### src/hdl/bdtw_pkg.sv
// ----------------------------------------------------------------------------
// bdtw_pkg
// Shared widths, defaults and codes for the banded DTW distance unit.
// ----------------------------------------------------------------------------
package bdtw_pkg;

	localparam int MAX_LEN_DEF     = 256;
	localparam int MAX_RADIUS_DEF  = 32;
	localparam int SAMPLE_BITS_DEF = 16;

	localparam int RADIUS_W   = 6;
	localparam int SAMPLE_W   = 16;
	localparam int STEP_W     = 9;
	localparam int STATUS_W   = 2;
	localparam int COST_SUM_W = 40;
	localparam int DIST_W     = 20;
	localparam int PLEN_W     = 9;
	localparam int PPOS_W     = 8;
	localparam int TR_W       = 2;

	localparam int COST_SAT_W = 41;
	localparam logic [COST_SAT_W-1:0] COST_INF = 41'h1FF_FFFF_FFFF;

	localparam logic [STATUS_W-1:0] STATUS_OK        = 2'd0;
	localparam logic [STATUS_W-1:0] STATUS_OVERFLOW  = 2'd1;
	localparam logic [STATUS_W-1:0] STATUS_BAD_INDEX = 2'd2;

	localparam logic [TR_W-1:0] TR_LEFT = 2'd0;
	localparam logic [TR_W-1:0] TR_DIAG = 2'd1;
	localparam logic [TR_W-1:0] TR_UP   = 2'd2;

endpackage

### src/hdl/bdtw_isqrt.sv
// ----------------------------------------------------------------------------
// bdtw_isqrt
// Floor square root, one result bit per cycle, restoring digit method.
// ----------------------------------------------------------------------------
module bdtw_isqrt (
	input  logic                             clk,
	input  logic                             arst_n,
	input  logic                             start,
	input  logic [bdtw_pkg::COST_SUM_W-1:0]  value,
	output logic                             done,
	output logic [bdtw_pkg::DIST_W-1:0]      root
);

	localparam int RW  = bdtw_pkg::DIST_W;
	localparam int VW  = bdtw_pkg::COST_SUM_W;
	localparam int RMW = RW + 2;
	localparam int CNW = $clog2(RW);

	logic           busy_q;
	logic           done_q;
	logic [CNW-1:0] cnt_q;
	logic [RMW-1:0] rem_q;
	logic [RW-1:0]  root_q;
	logic [VW-1:0]  val_q;
	logic [RMW+1:0] rem_n;
	logic [RMW+1:0] trial;
	logic           fits;

	assign rem_n = {rem_q, val_q[VW-1 -: 2]};
	assign trial = {2'b00, root_q, 2'b01};
	assign fits  = rem_n >= trial;

	always_ff @(posedge clk or negedge arst_n) begin
		if (!arst_n) begin
			busy_q <= 1'b0;
			done_q <= 1'b0;
			cnt_q  <= '0;
		end else begin
			done_q <= 1'b0;
			if (start) begin
				busy_q <= 1'b1;
				cnt_q  <= CNW'(RW - 1);
			end else if (busy_q) begin
				cnt_q <= cnt_q - 1'b1;
				if (cnt_q == '0) begin
					busy_q <= 1'b0;
					done_q <= 1'b1;
				end
			end
		end
	end

	always_ff @(posedge clk) begin
		if (start) begin
			val_q  <= value;
			rem_q  <= '0;
			root_q <= '0;
		end else if (busy_q) begin
			val_q <= {val_q[VW-3:0], 2'b00};
			if (fits) begin
				rem_q  <= RMW'(rem_n - trial);
				root_q <= {root_q[RW-2:0], 1'b1};
			end else begin
				rem_q  <= RMW'(rem_n);
				root_q <= {root_q[RW-2:0], 1'b0};
			end
		end
	end

	assign done = done_q;
	assign root = root_q;

	assert property (@(posedge clk) disable iff (!arst_n) done_q |-> !busy_q)
		else $error("root reported while still iterating");
	assert property (@(posedge clk) disable iff (!arst_n) (busy_q && !start) |=> (done_q || busy_q))
		else $error("iteration stopped without result");
	assert property (@(posedge clk) disable iff (!arst_n) start |=> (busy_q && cnt_q == CNW'(RW - 1)))
		else $error("start did not load the iteration count");

endmodule

### config.mk
export PLATFORM = sky130hd
export DESIGN_NAME = bdtw_isqrt
export DESIGN_NICKNAME = d
export VERILOG_FILES = /design/src/hdl/bdtw_pkg.sv /design/src/hdl/bdtw_isqrt.sv
export SDC_FILE = /design/constraint.sdc
export NUM_CORES = 1
export LEC_CHECK = 0
export BUFFER_PORTS_ARGS = -buffer_cell sky130_fd_sc_hd__buf_2
export CORE_MARGIN = 3
export CORE_UTILIZATION = 65
export CTS_BUF_LIST = sky130_fd_sc_hd__clkbuf_4 sky130_fd_sc_hd__clkbuf_8
export CTS_CLUSTER_SIZE = 10
export DETAILED_ROUTE_END_ITERATION = 16
export PLACE_DENSITY = 0.95
export SETUP_SLACK_MARGIN = 0.5
export SLEW_MARGIN = 10
export SYNTH_ARGS = -nofsm -noshare
export SYNTH_HDL_FRONTEND = slang
export SYNTH_SLANG_ARGS = --single-unit
### constraint.sdc
create_clock -name clk -period 4 [get_ports clk]
set_clock_uncertainty 0.15 [all_clocks]
set_input_delay 0.4 -clock clk [delete_from_list [all_inputs] [get_ports clk]]
set_output_delay 0.4 -clock clk [all_outputs]
set_load 0.02 [all_outputs]
==> results.sh, run 1 <==
export IMPL_synth_main_ff_cell="dfxtp_1"
export IMPL_cts_buffer_depth=2
export IMPL_ys_warn_count=0
export IMPL_start_util_pct=67.2
export IMPL_yosysMostFrequentCell="nor2_1"
export IMPL_rows=31
export IMPL_synthArstFlopShare_pct=7.87
export IMPL_ys_ff_latch=89
export IMPL_port_buffers=63
export IMPL_synth_edf_count=40
export IMPL_clkTransAtPathRegs_ns=0.10
export IMPL_gr_usage_all_layers_pct=27.5
export IMPL_yosysUniqueCellTypes=56
export IMPL_wl_per_cell_um=18.1
export IMPL_final_area_sq_um=5500
export IMPL_critical_path_class="flip-flop to flip-flop"
export IMPL_maxSlewViolCount=0
export IMPL_antenna_found_initial=0
export IMPL_hold_buffers=1
export IMPL_critPathLaunchType="flip-flop"
export IMPL_clock_latency_ns=0.36
export IMPL_synth_cells=472
export IMPL_hold_class="input pin to flip-flop"
export IMPL_setup_violations_final=0
export IMPL_antenna_left=0
export IMPL_die_w_um=92.8
export IMPL_multi_input_area_sq_um=2460
export IMPL_worst_path_buf_inv=2
export IMPL_fin_nets=594
export IMPL_fp_coreArea_sq_um=7290
export IMPL_ctsResizeCount=0
export IMPL_crit_fanout=26
export IMPL_drtIter0Drc=439
export IMPL_p_leak_nw=2.41
export IMPL_placed_area_sq_um=5260
export IMPL_cp_data_arrival_time_ns=3.31
export IMPL_fp_dieH_um=92.8
export IMPL_grt_pass1_vias=4039
export IMPL_max_stage_delay_ns=0.39
export IMPL_post_route_min_period_ns=3.20
export IMPL_power_density_nw_per_um2=713
export IMPL_synth_cells_most_frequent="nor2_1 (50), dfxtp_1 (42), edfxtp_1 (40)"
export IMPL_place_congestion=1.01
export IMPL_rrSetupSlack_ns=0.80
export IMPL_netlist_area_leader_share_pct=24.5
export IMPL_drive_gt1_share_pct=24.2
export IMPL_path_cells="inv_1 -> ha_1 -> a21oi_2 -> nor2b_1 -> or3_4 -> a211o_4 -> o21ai_4 -> buf_4 -> and4b_1 -> nand2b_1"
export IMPL_rsz0062_at_grt="false"
export IMPL_critical_path_required_ns=4.11
export IMPL_synth_top_area_cell="edfxtp_1"
export IMPL_drt_total_wl_mm=11.4
export IMPL_fin_util_pct=75.4
export IMPL_drv_cap=0
export IMPL_worst_path_dominant_cell_family="compound AO/OA/AOI/OAI gates"
export IMPL_grt_pass1_wl_mm=18.9
export IMPL_synth_area_sq_um=4900
export IMPL_netlist_top_cells_area="edfxtp_1 (25%), dfxtp_1 (17%), mux2_2 (8.7%), ha_1 (6.1%), mux2i_1 (6.1%)"
export IMPL_maxSlewHeadroom_pct=39.0
export IMPL_status="complete, no violations"
export IMPL_tightestPinTransition_ns=0.913
export IMPL_viasPerCell=6.25
export IMPL_fill_cells=495
export IMPL_synth_seq_area_share_pct=45.2
export IMPL_area_growth_pct=12.1
export IMPL_synth_net_count=539
export IMPL_cts_tree="done"
export IMPL_crit_slowest_cell="dfxtp_1"
export IMPL_grt_max_degree=52
export IMPL_die_area_sq_um=8620
export IMPL_vias=3942
export IMPL_endpoint_kind="flip-flop"
export IMPL_post_cts_setup_buffer_count=0
export IMPL_first_pass_iters=5
export IMPL_dp_hpwl_mm=7.83
export IMPL_io_pins=64
export IMPL_htreeDepth=3
export IMPL_cts_root_buf="clkbuf_8"
export IMPL_numCtsBuffers=9
export IMPL_overflow=0
export IMPL_max_freq_mhz=312
export IMPL_finalHoldViolations=0
export IMPL_finalSetupTns_ns=0
export IMPL_drc_errors=0
export IMPL_seq_area_sq_um=2220
export IMPL_antennaDiodeCount=0
export IMPL_worst_hold_slack_ns=0.168
export IMPL_clock_sinks=89
export IMPL_fin_crit_sh_pct=80.0
export IMPL_syn_avg_cell_area_sq_um=10.4
export IMPL_ir_worst_vdd_mv=0.419
[where the power goes]
part	internal (mW)	switching [mW]
clock	0.360	0.356
sequential	1.10	0.101
combinational	0.852	1.15
[logic make-up after synthesis]
kind of cell | share of synthesized area, %
fa+ha+maj | 6.13
simple gates | 11.9
xor+xnor | 3.57
buf+inv | 4.65
compound gates | 13.6
flops | 45.2
mux | 14.9
[state kept, by name, indices dropped and copies added, names as in the netlist]
register / cells
busy_q: 1
cnt_q: 5
done: 1
rem_q: 22
root: 20
val_q: 40
[worst register-to-register path: cells and delay by family, from the launching register on]
| family | cells | cell delay (ns) |
|---|---|---|
| compound gates | 3 | 0.93 |
| simple gates | 4 | 0.84 |
| buf+inv | 2 | 0.45 |
| flops | 1 | 0.39 |
| fa+ha+maj | 1 | 0.36 |
[area by class of cell]
type | count | area share [%]
Clock buffer | 9 | 2.25
Clock inverter | 7 | 1.87
Inverter | 29 | 1.98
Multi-Input combinational cell | 329 | 44.7
Sequential cell | 89 | 40.4
Tap cell | 99 | 2.25
Timing Repair Buffer | 69 | 6.60
[per-stage QoR]
step | instances | setup WS (ns) | power, mW
after floorplan | 472 | 1.24 | 2.80
after global placement | 614 | 0.995 | 3.03
after detailed placement | 614 | 0.863 | 3.13
after CTS | 631 | 0.842 | 3.86
after global routing | 631 | 0.633 | 4.15
final | 631 | 0.799 | 3.92
[placed cells by master (no fill, tap or decap), types with 8 or more instances in the layout]
| cell | Yosys | routed |
|---|---|---|
| nand2b_1 | 8 | 8 |
| a21oi_1 | 19 | 19 |
| dfxtp_1 | 42 | 42 |
| clkbuf_8 | 0 | 9 |
| nor3_1 | 9 | 9 |
| mux2i_1 | 30 | 30 |
| nor2_1 | 50 | 50 |
| a32oi_1 | 9 | 9 |
| inv_1 | 29 | 29 |
| edfxtp_1 | 40 | 40 |
| xnor2_1 | 13 | 13 |
| nand2_1 | 24 | 24 |
| a211oi_1 | 10 | 10 |
| buf_2 | 1 | 63 |
| o21ai_0 | 20 | 20 |
| mux2_2 | 38 | 38 |
| ha_1 | 24 | 24 |
[per-layer routing]
layer	up-vias	GRT usage, %	wire [um]
li1	1819	-	-
met1	1880	33.3	4460
met2	211	46.9	5740
met3	32	7.15	947
met4	0	10.4	248
met5	-	0	0
[final timing paths]
path                            from  cells after the start   endpoint
min in group asynchronous     arst_n                      2   cnt_q[1]
setup reg to reg             root[2]                     10  rem_q[19]
hold / removal              value[1]                      2   val_q[1]
setup / recovery             root[2]                     10  rem_q[19]
max in group asynchronous     arst_n                      2     busy_q
hold reg to reg            rem_q[20]                      2  rem_q[20]
Power figures use the tool's default switching activity.
==> run 2, diff against run 1 <==
--- a/config.mk
+++ b/config.mk
@@ -5,13 +5,14 @@
 export SDC_FILE = /design/constraint.sdc
 export NUM_CORES = 1
 export LEC_CHECK = 0
+export ABC_AREA = 1
 export BUFFER_PORTS_ARGS = -buffer_cell sky130_fd_sc_hd__buf_2
 export CORE_MARGIN = 3
-export CORE_UTILIZATION = 65
+export CORE_UTILIZATION = 60
 export CTS_BUF_LIST = sky130_fd_sc_hd__clkbuf_4 sky130_fd_sc_hd__clkbuf_8
 export CTS_CLUSTER_SIZE = 10
 export DETAILED_ROUTE_END_ITERATION = 16
-export PLACE_DENSITY = 0.95
+export PLACE_DENSITY = 0.91
 export SETUP_SLACK_MARGIN = 0.5
 export SLEW_MARGIN = 10
 export SYNTH_ARGS = -nofsm -noshare
==> constraint.sdc (replaced) <==
create_clock -name clk -period 2.98 [get_ports clk]
set_clock_uncertainty 0.15 [all_clocks]
set_input_delay 0.298 -clock clk [delete_from_list [all_inputs] [get_ports clk]]
set_output_delay 0.298 -clock clk [all_outputs]
set_load 0.02 [all_outputs]
==> results.sh, run 2 <==
export IMPL_area_growth_pct=14.2
export IMPL_antennaDiodeCount=0
export IMPL_hold_class="input pin to flip-flop"
export IMPL_dp_hpwl_mm=9.42
export IMPL_overflow=0
export IMPL_rrSetupSlack_ns=0.64
export IMPL_final_common_cell="nand2_1"
export IMPL_yosysMostFrequentCell="nand2_1"
export IMPL_netlist_area_leader_share_pct=23.3
export IMPL_synth_net_count=788
export IMPL_wl_per_cell_um=15.0
export IMPL_drc_errors=0
export IMPL_ir_worst_vdd_mv=0.393
export IMPL_gr_usage_all_layers_pct=27.2
export IMPL_clock_latency_ns=0.36
export IMPL_drtIter0Drc=408
export IMPL_timing_rr_start="root[9]"
export IMPL_finalHoldViolations=0
export IMPL_antenna_found_initial=0
export IMPL_power_density_nw_per_um2=969
export IMPL_fin_nets=854
export IMPL_endpoint_kind="flip-flop"
export IMPL_drt_total_wl_mm=13.4
export IMPL_cts_buffer_depth=2
export IMPL_ys_ff_latch=89
export IMPL_critical_path_class="flip-flop to flip-flop"
export IMPL_final_cell_count_no_fill=897
export IMPL_timing_rr_end="rem_q[14]"
export IMPL_tightestPinTransition_ns=0.852
export IMPL_startpoint="root[9]"
export IMPL_drv_cap=0
export IMPL_synth_edf_count=40
export IMPL_fill_cells=673
export IMPL_status="complete, no violations"
export IMPL_drive_gt1_share_pct=14.9
export IMPL_clkTransAtPathRegs_ns=0.10
export IMPL_crit_fanout=17
export IMPL_switchingPower_mw=2.73
export IMPL_cp_data_arrival_time_ns=2.46
export IMPL_worstSetupEndpoint="rem_q[14]"
export IMPL_grtUsageMet3_pct=4.81
export IMPL_port_buffers=63
export IMPL_fp_dieH_um=98.8
export IMPL_synth_cells=721
export IMPL_worst_hold_slack_ns=0.0464
export IMPL_first_pass_iters=5
export IMPL_seq_area_sq_um=2220
export IMPL_max_freq_mhz=427
export IMPL_maxSlewHeadroom_pct=43.1
export IMPL_synth_area_sq_um=5160
export IMPL_viasPerCell=5.40
export IMPL_place_inst=873
export IMPL_die_area_sq_um=9750
export IMPL_synth_top_area_cell="edfxtp_1"
export IMPL_yosysUniqueCellTypes=40
export IMPL_setup_slack_ns=0.638
export IMPL_rows=33
export IMPL_io_pins=64
export IMPL_grt_max_degree=46
export IMPL_place_congestion=0.971
export IMPL_post_route_min_period_ns=2.34
export IMPL_rr_worst_depth=13
export IMPL_die_w_um=98.8
export IMPL_p_clk_share_pct=14.6
export IMPL_largest_reg_flops=40
export IMPL_cts_tree="done"
export IMPL_maxSlewViolCount=0
export IMPL_cts_root_buf="clkbuf_8"
export IMPL_htreeDepth=3
export IMPL_syn_avg_cell_area_sq_um=7.16
export IMPL_min_path_cells=3
export IMPL_setup_violations_final=0
export IMPL_grt_pass1_vias=4579
export IMPL_multi_input_area_sq_um=2520
export IMPL_critical_path_required_ns=3.10
export IMPL_largest_register="val_q"
export IMPL_fin_crit_sh_pct=78.6
export IMPL_synth_seq_area_share_pct=42.9
export IMPL_pre_cts_slack_ns=0.455
export IMPL_synthArstFlopShare_pct=7.87
export IMPL_ys_warn_count=0
export IMPL_p_int_mw=2.98
export IMPL_critPathLaunchType="flip-flop"
export IMPL_pwr_share_seq_pct=28.3
export IMPL_antenna_left=0
export IMPL_grt_pass1_wl_mm=21.5
export IMPL_synth_main_ff_cell="dfxtp_1"
export IMPL_start_util_pct=62.2
export IMPL_layout_common_cells="nand2_1 (291), inv_1 (101), buf_2 (63)"
export IMPL_fin_util_pct=71.0
export IMPL_swShare_pct=47.9
export IMPL_grt_busiest_layer="met2"
export IMPL_synth_cells_most_frequent="nand2_1 (291), inv_1 (102), dfxtp_1 (42), nor2_1 (42)"
export IMPL_fp_coreArea_sq_um=8300
export IMPL_finalSetupTns_ns=0
export IMPL_use_met2_pct=44.3
export IMPL_min_from="value[6]"
export IMPL_numCtsBuffers=9
export IMPL_p_leak_nw=3.18
export IMPL_netlist_top_cells_area="edfxtp_1 (23%), nand2_1 (21%), dfxtp_1 (16%), inv_1 (7.4%), ha_1 (5.8%)"
export IMPL_gr_usage_met1_pct=37.1
export IMPL_rsz0062_at_grt="true"
export IMPL_vias=4842
export IMPL_combPwrFrac_pct=57.1
export IMPL_clock_sinks=89
## run 2: cell types whose count changed in the layout (fill, tap and decap cells not counted), moves of 10 or more
| cell | before | now |
|---|---|---|
| nand3_1 | 5 | 39 |
| o22ai_1 | 0 | 19 |
| nand2_1 | 24 | 291 |
| mux2_2 | 38 | 0 |
| xnor2_1 | 13 | 2 |
| inv_1 | 29 | 101 |
| mux2i_1 | 30 | 0 |
| a211oi_1 | 10 | 0 |
## run 2: metrics by stage
stage	cell area (sq um)	total power [mW]
2_1_floorplan	5160	4.00
5_1_grt	5890	6.18
4_1_cts	5770	5.45
3_3_place_gp	5560	4.51
3_5_place_dp	5560	4.58
6_report	5890	5.71
## run 2: how the worst min path moves through the flow
stage | end | slack (ns)
global route | val_q[10] | 0.04
detailed placement | cnt_q[3] | -0.01
CTS | val_q[5] | 0.04
floorplan | busy_q | -0.15
global placement | cnt_q[4] | -0.02
finish | val_q[6] | 0.05
## run 2: layout make-up
class | instances | share of cell area (%)
inverters | 106 | 6.75
repair buffers | 76 | 7.32
multi-input cells | 505 | 42.8
flip-flops and latches | 89 | 37.6
clock inverters | 7 | 1.15
well taps | 105 | 2.23
clock buffers | 9 | 2.10
## run 2: what timing repair did
item                       CTS  global route
hold buffers                 1             0
cloned                       0             1
setup endpoints to repair    5            10
hold endpoints to repair     7             0
pin swaps                    1             3
setup buffers                1             5
resized for setup            1             9
## run 2: cells by family after synthesis
family / count (synthesis) / synth area share (%)
DFF: 89 / 42.9
xor gates and xnor gates: 5 / 0.848
AOI/OAI and AO/OA: 69 / 7.83
and+or+nand+nor: 406 / 32.7
adders and majority gates: 24 / 5.82
buffers and inverters: 128 / 9.86
## run 2: critical path: stages (launching register included)
cell and delay [ns]:
dfxtp_1 0.35, inv_1 0.08, ha_2 0.33, nand2_1 0.07
nand2_1 0.08, inv_1 0.06, nand2_1 0.08, nand2_1 0.08
nand2_1 0.08, a21oi_4 0.31, nand2_8 0.16, or2_2 0.30
nand3_1 0.07, nand2_1 0.05
## run 2: power by group through the flow
stage          Combinational, mW  Sequential (mW)  Clock [mW]
3_5_place_dp                2.95             1.63           0
5_1_grt                     3.67             1.63       0.883
2_1_floorplan               2.39             1.60           0
6_report                    3.26             1.62       0.831
3_3_place_gp                2.89             1.62           0
4_1_cts                     3.01             1.60       0.839
## run 2: layer usage
layer / vias up / part of all wire, %
met5: - / 0
met4: 0 / 3.1
met3: 46 / 7.8
met2: 234 / 47
met1: 2140 / 42
li1: 2422 / -
